$ cat src/hw/rtl/eps_pkg.sv
// Types, constants and fixed-point helpers of the Euler integrator.
package eps_pkg;

  localparam int MAX_DEGREE = 7;
  localparam int COEF_DEPTH = MAX_DEGREE + 1;
  localparam int IDX_W      = $clog2(COEF_DEPTH);
  localparam int Q_W        = 32;
  localparam int FRAC_W     = 16;
  localparam int DEG_W      = 3;
  localparam int FIDX_W     = 3;
  localparam int ITER_W     = 16;
  localparam int CFG_IDX_W  = 2;
  localparam int PC_W       = 4;

  localparam logic signed [Q_W-1:0] STEP_SIZE_RESET = 32'sd65536;
  localparam logic signed [Q_W-1:0] Q_MAX = {1'b0, {(Q_W-1){1'b1}}};
  localparam logic signed [Q_W-1:0] Q_MIN = {1'b1, {(Q_W-1){1'b0}}};

  typedef enum logic [1:0] {
    REQ_LOAD_X,
    REQ_LOAD_Y,
    REQ_START,
    REQ_STEP
  } req_t;

  typedef enum logic [CFG_IDX_W-1:0] {
    CFG_STEP_SIZE,
    CFG_DEGREE_X,
    CFG_DEGREE_Y
  } cfg_reg_t;

  typedef struct packed {
    req_t                    req_type;
    logic [FIDX_W-1:0]       coef_index;
    logic signed [Q_W-1:0]   coef_value;
    logic signed [Q_W-1:0]   start_x;
    logic signed [Q_W-1:0]   start_y;
  } in_item_t;

  typedef struct packed {
    logic signed [Q_W-1:0]   new_y;
    logic [ITER_W-1:0]       iteration;
    logic                    overflow;
  } out_item_t;

  typedef logic [PC_W-1:0] pc_t;

  // Microprogram step addresses.
  localparam pc_t PC_IDLE   = 4'd0;
  localparam pc_t PC_LOAD_P = 4'd1;
  localparam pc_t PC_MUL_X  = 4'd2;
  localparam pc_t PC_MAC_X  = 4'd3;
  localparam pc_t PC_LOAD_Q = 4'd4;
  localparam pc_t PC_MUL_Y  = 4'd5;
  localparam pc_t PC_MAC_Y  = 4'd6;
  localparam pc_t PC_SUM_F  = 4'd7;
  localparam pc_t PC_MUL_H  = 4'd8;
  localparam pc_t PC_UPD_Y  = 4'd9;
  localparam pc_t PC_WAIT   = 4'd10;
  localparam pc_t PC_EMIT   = 4'd11;

  typedef enum logic [2:0] {
    ACC_HOLD,
    ACC_COEF_TOP,
    ACC_MAC,
    ACC_SUM,
    ACC_UPDATE
  } acc_op_t;

  typedef enum logic [1:0] {
    MUL_X,
    MUL_Y,
    MUL_H
  } mul_src_t;

  typedef enum logic {
    TAB_X,
    TAB_Y
  } tab_t;

  typedef enum logic [2:0] {
    JMP_NONE,
    JMP_ALWAYS,
    JMP_NO_START,
    JMP_DEG_ZERO,
    JMP_CNT_MORE,
    JMP_OUT_BUSY
  } jmp_t;

  typedef struct packed {
    acc_op_t  acc_op;
    logic     mul_en;
    mul_src_t mul_src;
    tab_t     tab;
    logic     clr_ovf;
    logic     save_p;
    logic     commit;
    jmp_t     jmp;
    pc_t      target;
  } ctrl_t;

  typedef struct packed {
    logic deg_zero;
    logic cnt_more;
    logic out_busy;
  } dp_stat_t;

  typedef struct packed {
    logic                  ovf;
    logic signed [Q_W-1:0] val;
  } sat_t;

  // Exact sum of two Q16.16 values, saturated to the word.
  function automatic sat_t sat_sum(logic signed [Q_W-1:0] a, logic signed [Q_W-1:0] b);
    logic signed [Q_W:0] s;
    sat_t                r;
    s = {a[Q_W-1], a} + {b[Q_W-1], b};
    if (s[Q_W] != s[Q_W-1]) begin
      r.ovf = 1'b1;
      r.val = s[Q_W] ? Q_MIN : Q_MAX;
    end else begin
      r.ovf = 1'b0;
      r.val = s[Q_W-1:0];
    end
    return r;
  endfunction

  // Full product shifted down by the fraction width (floor), then saturated.
  function automatic sat_t sat_prod(logic signed [2*Q_W-1:0] p);
    logic signed [2*Q_W-1:0] sh;
    sat_t                    r;
    sh = p >>> FRAC_W;
    if ((&sh[2*Q_W-1:Q_W-1]) || !(|sh[2*Q_W-1:Q_W-1])) begin
      r.ovf = 1'b0;
      r.val = sh[Q_W-1:0];
    end else begin
      r.ovf = 1'b1;
      r.val = sh[2*Q_W-1] ? Q_MIN : Q_MAX;
    end
    return r;
  endfunction

  // Degrees above the table size use the highest entry.
  function automatic logic [IDX_W-1:0] clamp_deg(logic [DEG_W-1:0] d);
    logic [IDX_W-1:0] r;
    if (32'(d) > 32'(MAX_DEGREE)) begin
      r = IDX_W'(MAX_DEGREE);
    end else begin
      r = IDX_W'(d);
    end
    return r;
  endfunction

endpackage

$ cat src/hw/rtl/eps_ucode_rom.sv
// Microcode ROM: one control word for each step of the Euler step program.
module eps_ucode_rom (
  input  eps_pkg::pc_t   pc,
  output eps_pkg::ctrl_t cw
);

  always_comb begin
    cw.acc_op  = eps_pkg::ACC_HOLD;
    cw.mul_en  = 1'b0;
    cw.mul_src = eps_pkg::MUL_X;
    cw.tab     = eps_pkg::TAB_X;
    cw.clr_ovf = 1'b0;
    cw.save_p  = 1'b0;
    cw.commit  = 1'b0;
    cw.jmp     = eps_pkg::JMP_NONE;
    cw.target  = eps_pkg::PC_IDLE;
    case (pc)
      eps_pkg::PC_IDLE: begin
        cw.jmp    = eps_pkg::JMP_NO_START;
        cw.target = eps_pkg::PC_IDLE;
      end
      eps_pkg::PC_LOAD_P: begin
        cw.acc_op  = eps_pkg::ACC_COEF_TOP;
        cw.tab     = eps_pkg::TAB_X;
        cw.clr_ovf = 1'b1;
        cw.jmp     = eps_pkg::JMP_DEG_ZERO;
        cw.target  = eps_pkg::PC_LOAD_Q;
      end
      eps_pkg::PC_MUL_X: begin
        cw.mul_en  = 1'b1;
        cw.mul_src = eps_pkg::MUL_X;
      end
      eps_pkg::PC_MAC_X: begin
        cw.acc_op = eps_pkg::ACC_MAC;
        cw.tab    = eps_pkg::TAB_X;
        cw.jmp    = eps_pkg::JMP_CNT_MORE;
        cw.target = eps_pkg::PC_MUL_X;
      end
      eps_pkg::PC_LOAD_Q: begin
        cw.acc_op = eps_pkg::ACC_COEF_TOP;
        cw.tab    = eps_pkg::TAB_Y;
        cw.save_p = 1'b1;
        cw.jmp    = eps_pkg::JMP_DEG_ZERO;
        cw.target = eps_pkg::PC_SUM_F;
      end
      eps_pkg::PC_MUL_Y: begin
        cw.mul_en  = 1'b1;
        cw.mul_src = eps_pkg::MUL_Y;
      end
      eps_pkg::PC_MAC_Y: begin
        cw.acc_op = eps_pkg::ACC_MAC;
        cw.tab    = eps_pkg::TAB_Y;
        cw.jmp    = eps_pkg::JMP_CNT_MORE;
        cw.target = eps_pkg::PC_MUL_Y;
      end
      eps_pkg::PC_SUM_F: begin
        cw.acc_op = eps_pkg::ACC_SUM;
      end
      eps_pkg::PC_MUL_H: begin
        cw.mul_en  = 1'b1;
        cw.mul_src = eps_pkg::MUL_H;
      end
      eps_pkg::PC_UPD_Y: begin
        cw.acc_op = eps_pkg::ACC_UPDATE;
      end
      eps_pkg::PC_WAIT: begin
        cw.jmp    = eps_pkg::JMP_OUT_BUSY;
        cw.target = eps_pkg::PC_WAIT;
      end
      eps_pkg::PC_EMIT: begin
        cw.commit = 1'b1;
        cw.jmp    = eps_pkg::JMP_ALWAYS;
        cw.target = eps_pkg::PC_IDLE;
      end
      default: begin
        cw.jmp    = eps_pkg::JMP_ALWAYS;
        cw.target = eps_pkg::PC_IDLE;
      end
    endcase
  end

endmodule

$ cat src/hw/rtl/eps_seq.sv
// Microprogram sequencer: step counter, ROM lookup and conditional jumps.
module eps_seq (
  input  logic              clk,
  input  logic              rst_n,
  input  logic              start,
  input  eps_pkg::dp_stat_t stat,
  output eps_pkg::ctrl_t    cw,
  output logic              busy
);

  eps_pkg::pc_t pc_r;
  eps_pkg::pc_t pc_nxt;
  logic         take;

  eps_ucode_rom u_rom (
    .pc (pc_r),
    .cw (cw)
  );

  always_comb begin
    case (cw.jmp)
      eps_pkg::JMP_NONE:     take = 1'b0;
      eps_pkg::JMP_ALWAYS:   take = 1'b1;
      eps_pkg::JMP_NO_START: take = !start;
      eps_pkg::JMP_DEG_ZERO: take = stat.deg_zero;
      eps_pkg::JMP_CNT_MORE: take = stat.cnt_more;
      eps_pkg::JMP_OUT_BUSY: take = stat.out_busy;
      default:               take = 1'b1;
    endcase
  end

  always_comb begin
    pc_nxt = take ? cw.target : pc_r + eps_pkg::PC_W'(1);
  end

  always_ff @(posedge clk) begin
    if (!rst_n) begin
      pc_r <= eps_pkg::PC_IDLE;
    end else begin
      pc_r <= pc_nxt;
    end
  end

  assign busy = (pc_r != eps_pkg::PC_IDLE);

endmodule

$ cat src/hw/rtl/eps_datapath.sv
// Datapath: coefficient tables, state, shared multiplier and saturating adder, result register.
module eps_datapath (
  input  logic                                  clk,
  input  logic                                  rst_n,
  input  eps_pkg::ctrl_t                        cw,
  input  logic                                  load_fire,
  input  eps_pkg::in_item_t                     in_item,
  input  logic                                  cfg_we,
  input  logic [eps_pkg::CFG_IDX_W-1:0]         cfg_index,
  input  logic [eps_pkg::Q_W-1:0]               cfg_wdata,
  input  logic                                  out_stall,
  output eps_pkg::dp_stat_t                     stat,
  output logic                                  out_valid,
  output eps_pkg::out_item_t                    out_item
);

  logic signed [eps_pkg::Q_W-1:0]   h_r;
  logic [eps_pkg::DEG_W-1:0]        dx_r;
  logic [eps_pkg::DEG_W-1:0]        dy_r;
  logic signed [eps_pkg::Q_W-1:0]   xcoef_r [eps_pkg::COEF_DEPTH];
  logic signed [eps_pkg::Q_W-1:0]   ycoef_r [eps_pkg::COEF_DEPTH];
  logic signed [eps_pkg::Q_W-1:0]   cur_x_r;
  logic signed [eps_pkg::Q_W-1:0]   cur_y_r;
  logic [eps_pkg::ITER_W-1:0]       step_cnt_r;
  logic signed [eps_pkg::Q_W-1:0]   acc_r;
  logic signed [eps_pkg::Q_W-1:0]   acc_nxt;
  logic signed [2*eps_pkg::Q_W-1:0] prod_r;
  logic signed [2*eps_pkg::Q_W-1:0] prod_nxt;
  logic signed [eps_pkg::Q_W-1:0]   p_r;
  logic [eps_pkg::IDX_W-1:0]        cnt_r;
  logic [eps_pkg::IDX_W-1:0]        cnt_nxt;
  logic                             ovf_r;
  logic                             ovf_nxt;
  logic                             out_valid_r;
  eps_pkg::out_item_t               out_item_r;

  logic [eps_pkg::IDX_W-1:0]        deg_x_eff;
  logic [eps_pkg::IDX_W-1:0]        deg_y_eff;
  logic [eps_pkg::IDX_W-1:0]        deg_eff;
  logic [eps_pkg::IDX_W-1:0]        cnt_m1;
  logic signed [eps_pkg::Q_W-1:0]   coef_top;
  logic signed [eps_pkg::Q_W-1:0]   coef_next;
  logic signed [eps_pkg::Q_W-1:0]   mul_b;
  logic signed [eps_pkg::Q_W-1:0]   add_a;
  logic signed [eps_pkg::Q_W-1:0]   add_b;
  logic                             add_ovf;
  logic                             idx_ok;
  eps_pkg::sat_t                    mulq;
  eps_pkg::sat_t                    sum;
  eps_pkg::sat_t                    xadv;

  assign deg_x_eff = eps_pkg::clamp_deg(dx_r);
  assign deg_y_eff = eps_pkg::clamp_deg(dy_r);
  assign deg_eff   = (cw.tab == eps_pkg::TAB_X) ? deg_x_eff : deg_y_eff;
  assign cnt_m1    = cnt_r - eps_pkg::IDX_W'(1);
  assign coef_top  = (cw.tab == eps_pkg::TAB_X) ? xcoef_r[deg_x_eff] : ycoef_r[deg_y_eff];
  assign coef_next = (cw.tab == eps_pkg::TAB_X) ? xcoef_r[cnt_m1] : ycoef_r[cnt_m1];
  assign idx_ok    = (32'(in_item.coef_index) <= 32'(eps_pkg::MAX_DEGREE));

  // Multiplier operand B; operand A is always the accumulator.
  always_comb begin
    case (cw.mul_src)
      eps_pkg::MUL_X: mul_b = cur_x_r;
      eps_pkg::MUL_Y: mul_b = cur_y_r;
      eps_pkg::MUL_H: mul_b = h_r;
      default:        mul_b = h_r;
    endcase
  end

  assign prod_nxt = acc_r * mul_b;
  assign mulq     = eps_pkg::sat_prod(prod_r);

  // One saturating adder serves the Horner step, the sum of P and Q and the y update.
  always_comb begin
    add_a = (cw.acc_op == eps_pkg::ACC_SUM) ? p_r : mulq.val;
    case (cw.acc_op)
      eps_pkg::ACC_MAC: add_b = coef_next;
      eps_pkg::ACC_SUM: add_b = acc_r;
      default:          add_b = cur_y_r;
    endcase
  end

  assign sum     = eps_pkg::sat_sum(add_a, add_b);
  assign add_ovf = sum.ovf | ((cw.acc_op != eps_pkg::ACC_SUM) & mulq.ovf);
  assign xadv    = eps_pkg::sat_sum(cur_x_r, h_r);

  always_comb begin
    acc_nxt = acc_r;
    cnt_nxt = cnt_r;
    ovf_nxt = cw.clr_ovf ? 1'b0 : ovf_r;
    case (cw.acc_op)
      eps_pkg::ACC_HOLD: begin
        acc_nxt = acc_r;
      end
      eps_pkg::ACC_COEF_TOP: begin
        acc_nxt = coef_top;
        cnt_nxt = deg_eff;
      end
      eps_pkg::ACC_MAC: begin
        acc_nxt = sum.val;
        cnt_nxt = cnt_m1;
        ovf_nxt = ovf_r | add_ovf;
      end
      eps_pkg::ACC_SUM,
      eps_pkg::ACC_UPDATE: begin
        acc_nxt = sum.val;
        ovf_nxt = ovf_r | add_ovf;
      end
      default: begin
        acc_nxt = acc_r;
      end
    endcase
  end

  assign stat.deg_zero = (deg_eff == '0);
  assign stat.cnt_more = (cnt_r != eps_pkg::IDX_W'(1));
  assign stat.out_busy = out_valid_r & out_stall;

  // Working registers of the step; they carry no reset.
  always_ff @(posedge clk) begin
    acc_r <= acc_nxt;
    cnt_r <= cnt_nxt;
    if (cw.mul_en) begin
      prod_r <= prod_nxt;
    end
    if (cw.save_p) begin
      p_r <= acc_r;
    end
    if (cw.commit) begin
      out_item_r.new_y     <= acc_r;
      out_item_r.iteration <= step_cnt_r;
      out_item_r.overflow  <= ovf_r | xadv.ovf;
    end
  end

  always_ff @(posedge clk) begin
    if (!rst_n) begin
      ovf_r <= 1'b0;
    end else begin
      ovf_r <= ovf_nxt;
    end
  end

  always_ff @(posedge clk) begin
    if (!rst_n) begin
      h_r  <= eps_pkg::STEP_SIZE_RESET;
      dx_r <= '0;
      dy_r <= '0;
    end else if (cfg_we) begin
      case (eps_pkg::cfg_reg_t'(cfg_index))
        eps_pkg::CFG_STEP_SIZE: h_r  <= cfg_wdata;
        eps_pkg::CFG_DEGREE_X:  dx_r <= cfg_wdata[eps_pkg::DEG_W-1:0];
        eps_pkg::CFG_DEGREE_Y:  dy_r <= cfg_wdata[eps_pkg::DEG_W-1:0];
        default: begin
        end
      endcase
    end
  end

  always_ff @(posedge clk) begin
    if (!rst_n) begin
      for (int i = 0; i < eps_pkg::COEF_DEPTH; i++) begin
        xcoef_r[i] <= '0;
        ycoef_r[i] <= '0;
      end
    end else if (load_fire && idx_ok) begin
      if (in_item.req_type == eps_pkg::REQ_LOAD_X) begin
        xcoef_r[eps_pkg::IDX_W'(in_item.coef_index)] <= in_item.coef_value;
      end else if (in_item.req_type == eps_pkg::REQ_LOAD_Y) begin
        ycoef_r[eps_pkg::IDX_W'(in_item.coef_index)] <= in_item.coef_value;
      end
    end
  end

  always_ff @(posedge clk) begin
    if (!rst_n) begin
      cur_x_r    <= '0;
      cur_y_r    <= '0;
      step_cnt_r <= '0;
    end else if (load_fire && (in_item.req_type == eps_pkg::REQ_START)) begin
      cur_x_r    <= in_item.start_x;
      cur_y_r    <= in_item.start_y;
      step_cnt_r <= '0;
    end else if (cw.commit) begin
      cur_x_r    <= xadv.val;
      cur_y_r    <= acc_r;
      step_cnt_r <= step_cnt_r + eps_pkg::ITER_W'(1);
    end
  end

  always_ff @(posedge clk) begin
    if (!rst_n) begin
      out_valid_r <= 1'b0;
    end else if (cw.commit) begin
      out_valid_r <= 1'b1;
    end else if (!out_stall) begin
      out_valid_r <= 1'b0;
    end
  end

  assign out_valid = out_valid_r;
  assign out_item  = out_item_r;

endmodule

$ cat src/hw/rtl/euler_polynomial_ode_step_top.sv
// Top level of the explicit Euler integrator for dy/dx = P(x) + Q(y) in Q16.16.
//
// Each transfer on the input channel either loads one coefficient of P or Q, sets the
// start point (x, y) and clears the iteration number, or takes one Euler step. Loads and
// set-start items give no result and leave the input channel open for the next item. A
// step item evaluates P at the current x and Q at the current y by Horner's rule, forms
// y + h*(P + Q), stores the new y, advances x by h and delivers one result holding the new
// y, the iteration number (zero for the first step after a start) and a flag that is set
// when any multiply or add of that step, the x advance included, saturated. A step keeps
// the input channel closed until its result is written to the output register; the result
// becomes visible in the same cycle in which the block takes input again. The block has a
// single 32x32 multiplier and a shared saturating adder, which a microcoded sequencer
// drives through one multiply step and one add step per Horner term, followed by the sum
// of both polynomials, the multiply by h and the y update. A finished result waits in an
// output register, so the block takes new items while the result is stalled; a following
// step holds at its final write only if that register is still occupied. Both coefficient
// tables reset to zero, step_size to 1.0 and both degrees to zero; there is no clearing
// pass after reset. Configuration writes are expected only while the block is idle; a
// write to an index past the last register is ignored.
module euler_polynomial_ode_step_top (
  input  logic                          clk,
  input  logic                          rst_n,
  input  logic                          in_valid,
  output logic                          in_stall,
  input  eps_pkg::in_item_t             in_item,
  output logic                          out_valid,
  input  logic                          out_stall,
  output eps_pkg::out_item_t            out_item,
  input  logic                          cfg_we,
  input  logic [eps_pkg::CFG_IDX_W-1:0] cfg_index,
  input  logic [eps_pkg::Q_W-1:0]       cfg_wdata
);

  eps_pkg::ctrl_t    cw;
  eps_pkg::dp_stat_t stat;
  logic              busy;
  logic              in_fire;
  logic              start;
  logic              load_fire;

  // The input channel is open only while the sequencer sits in its idle step.
  assign in_stall  = busy;
  assign in_fire   = in_valid & !busy;
  assign start     = in_fire & (in_item.req_type == eps_pkg::REQ_STEP);
  assign load_fire = in_fire & (in_item.req_type != eps_pkg::REQ_STEP);

  eps_seq u_seq (
    .clk   (clk),
    .rst_n (rst_n),
    .start (start),
    .stat  (stat),
    .cw    (cw),
    .busy  (busy)
  );

  eps_datapath u_dp (
    .clk       (clk),
    .rst_n     (rst_n),
    .cw        (cw),
    .load_fire (load_fire),
    .in_item   (in_item),
    .cfg_we    (cfg_we),
    .cfg_index (cfg_index),
    .cfg_wdata (cfg_wdata),
    .out_stall (out_stall),
    .stat      (stat),
    .out_valid (out_valid),
    .out_item  (out_item)
  );

endmodule

$ cat config.mk
export PLATFORM = sky130hd
export DESIGN_NAME = euler_polynomial_ode_step_top
export DESIGN_NICKNAME = d
export VERILOG_FILES = /design/src/hw/rtl/eps_pkg.sv /design/src/hw/rtl/eps_ucode_rom.sv /design/src/hw/rtl/eps_seq.sv /design/src/hw/rtl/eps_datapath.sv /design/src/hw/rtl/euler_polynomial_ode_step_top.sv
export SDC_FILE = /design/constraint.sdc
export NUM_CORES = 2
export LEC_CHECK = 0
export BUFFER_PORTS_ARGS = -buffer_cell sky130_fd_sc_hd__buf_4
export CORE_MARGIN = 10
export CORE_UTILIZATION = 59
export DETAILED_ROUTE_END_ITERATION = 8
export PLACE_DENSITY = 0.79
export SLEW_MARGIN = 15
export SYNTH_ARGS = -nofsm -noshare
export SYNTH_HDL_FRONTEND = slang
export SYNTH_SLANG_ARGS = --single-unit
$ cat constraint.sdc
create_clock -name clk -period 8.87 [get_ports clk]
set_clock_uncertainty 0.05 [all_clocks]
set_input_delay 0.887 -clock clk [delete_from_list [all_inputs] [get_ports clk]]
set_output_delay 0.887 -clock clk [all_outputs]
set_load 0.03 [all_outputs]
==> out/results.tsv <==
metric	value	unit
status	finished, final reports clean	
Max FO, Critical Path	7	
Slowest cell on crit path	fa_1	
GR Overflow Total	0	
Die Footprint	148000	um2
starting density of the core	59.6	%
Yosys cell types	91	
area leader, netlist	fa_1	
Multi-input gate area	51500	um2
Synth area leaders	fa_1 28%, edfxtp_1 26%, and2_1 8.2%	
via count	58693	
Cell Count, Final, Fillers Out	9286	
RSZ-0062 raised after global routing	true	
Top Ports	191	
initial antenna violation count	26	
Post-Syn Area per Cell	11.0	um2
startpoint types	register	
row count	133	
Worst Setup Slack, final	0.0594	ns
worst r2r src	u_seq.pc_r[0]	
clk_lat worst skew	0.72	ns
clk sinks	806	
fin nets	8920	
Buf/Inv on CP	9	
clk root buf	clkbuf_16	
Worst Path Required	9.27	ns
Fin Setup TNS	0	ns
Arrival @ worst endpoint	9.21	ns
kind of end point of the critical path	register	
Post-synth EDFFs	676	
worst slew pin tran	1.19	ns
H-tree lvl count	3	
Fmax	0.114	GHz
clk slew on worst S/H paths	0.06	ns
#FFs+latches synth	806	
share of layout cells above drive strength 1	18.2	%
core area	132000	um2
Clock Tree Buf Depth	3	
DR WL/cell	27.2	um
Post-synth top cells	1083 x fa_1, 1037 x and2_1, 980 x inv_1, 814 x nand2_1, 676 x edfxtp_1	
Cell Pwr Density	284	nW/um2
DRC	0	
DIE WIDTH	385	um
cts bufs inserted	87	
crit-path leading delay family	adder cells	
GRT Overall Usage	33.7	%
Max-Cap Viols	0	
TritonRoute pass-1 iters	7	
flop-to-flop setup slack	0.06	ns
overall power	25.4	mW
P&R area growth vs syn	13.7	%
Synth Instances	7150	
Final setup viols	0	
largest net degree at the start of global routing	84	
total wire length	253000	um
Mapped Nets	8624	
reg2reg path depth	31	
Die Y	385	um
antenna-violating nets left	0	
Slew Viols, Final	0	
fin crit period	8.81	ns
CP max stage delay	0.61	ns
Cell Area, Synth	78700	um2
Final Util	67.8	%
final hold violations	0	
most used cell, CP	fa_1	
Hold Crit Class	primary input to register	
fill cell count	9274	
FFs w/ async S/R, synth	0	%
most frequent cell after synthesis	fa_1	
Seq/Total Area, Yosys	29.1	%
worst hold start	cfg_wdata[16]	
GPL Wtd Cong	0.983	
Main synth FF type	edfxtp_1	
global-route wire length before repair	378000	um
Synth top area share	27.5	%
dpl hpwl	182000	um
hold endpoint	u_dp.h_r[16]	
Max VDD drop	0.000297	V
DRT iter0 DRCs	7047	
Vias/cell	6.32	
hold depth	3	
Place WS	-0.396	ns
# hold bufs at CTS	0	
Placed Cells	9037	
IO Port Bufs	190	
worst slew margin relative to its limit	20.6	%
number of global-route vias before repair	61687	
RR Endpoint	u_dp.prod_r[57]	
cell leakage power	38.5	nW
Setup CP Type	register to register	
CTS tree	yes	
sequential cell area	22900	um2
fin crit share	99.3	%
Ys Warns	0	
[stage by stage]
step / cell area, um2 / hold WS, ns
2_1_floorplan: 78700 / 0.378
3_3_place_gp: 84600 / 0.397
3_5_place_dp: 84600 / 0.400
4_1_cts: 88200 / 0.315
5_1_grt: 89500 / 0.348
6_report: 89500 / 0.337
[kinds of logic (layout without fill, tap and decap cells)]
logic type	count (synthesis)	after routing	synth area share, %
flip-flops	806	806	29.1
buffers and inverters	1448	1817	6.96
AO/OA/AOI/OAI	779	780	6.31
adder cells (fa/ha/maj)	1346	1346	31.7
other	0	11	0
multiplexers	424	424	10.0
XOR/XNOR	120	120	1.34
AND/OR/NAND/NOR	2227	2227	14.6
[timing repair]
action	CTS	global route
pin swaps	18	68
cloned	6	13
endpoints found under the setup margin	23	25
gates resized for setup	38	138
buffers inserted	22	34
[per-layer routing]
metal / up-vias / GRT usage [%] / wire length, um
met3: 915 / 8.02 / 30800
li1: 24036 / - / -
met5: - / 0 / 138
met4: 22 / 18.2 / 16200
met2: 4040 / 52.3 / 116000
met1: 29680 / 44.1 / 89700
[state kept, by name (all words and copies together) (netlist names), named ones only]
name and cells:
u_dp.prod_r 48, u_dp.out_item 49, u_dp.cnt_r 3, u_dp.xcoef_r 256, u_dp.acc_r 32, u_dp.cur_x_r 32
u_dp.h_r 32, u_dp.cur_y_r 32, u_dp.out_valid 1, u_dp.deg_y_eff 3, u_dp.ovf_r 1, u_dp.ycoef_r 256
u_dp.p_r 32, u_dp.step_cnt_r 16, u_dp.deg_x_eff 3, u_seq.pc_r 4
[layout by cell type (no fill, tap or decap), types with 14 or more instances in the layout]
master / n
fa_2: 28
xnor2_1: 75
o21a_1: 26
nand2b_1: 14
or2_2: 17
or3_1: 16
a21oi_1: 197
buf_6: 14
nor3_1: 32
mux2_2: 19
buf_4: 584
inv_1: 971
nand4_1: 30
o21ai_2: 21
o21ai_0: 219
a22oi_1: 36
edfxtp_1: 676
nand3_1: 48
clkinv_1: 19
clkbuf_16: 101
a21o_1: 74
buf_12: 53
mux4_2: 288
nor2_2: 17
nor2_1: 121
and2_1: 1031
ha_4: 17
and3_1: 14
o21ai_4: 27
xor2_1: 41
o22ai_1: 20
dfxtp_1: 120
mux2i_1: 105
nand2_1: 807
a221oi_2: 22
ha_1: 234
fa_1: 1055
[where the power goes]
| group | switching (mW) | internal, mW | total [mW] | leakage [nW] |
|---|---|---|---|---|
| Combinational | 9.34 | 6.67 | 16.0 | 29.2 |
| Clock | 1.66 | 2.25 | 3.92 | 1.48 |
| Sequential | 0.635 | 4.83 | 5.46 | 7.86 |
| Total | 11.6 | 13.8 | 25.4 | 38.5 |
[layout make-up]
type | instances | share of cell area, %
well taps | 1755 | 2.45
inverters | 981 | 4.13
diodes | 11 | 0.0307
repair buffers | 673 | 6.88
clock inverters | 63 | 0.883
multi-input cells | 4897 | 57.5
clock buffers | 100 | 2.55
flip-flops and latches | 806 | 25.6
[worst register-to-register path, delay by kind of cell, from the launching register on]
| family | cells | cell delay, ns |
|---|---|---|
| AOI/OAI and AO/OA | 5 | 1.46 |
| xor gates and xnor gates | 1 | 0.12 |
| adders and majority gates | 10 | 4.62 |
| buffers and inverters | 9 | 1.10 |
| DFF | 1 | 0.33 |
| muxes | 1 | 0.27 |
| and+or+nand+nor | 5 | 0.59 |
[worst max-delay path by stage]
stage | from | endpoint | cells after the start
floorplan | u_seq.pc_r[0] | u_dp.prod_r[63] | 32
global placement | u_seq.pc_r[0] | u_dp.prod_r[57] | 27
detailed placement | u_seq.pc_r[0] | u_dp.prod_r[57] | 35
CTS | u_seq.pc_r[0] | u_dp.prod_r[57] | 29
global route | u_seq.pc_r[1] | u_dp.prod_r[57] | 31
finish | u_seq.pc_r[0] | u_dp.prod_r[57] | 31
Note: power is estimated with default switching activity, not from simulation.
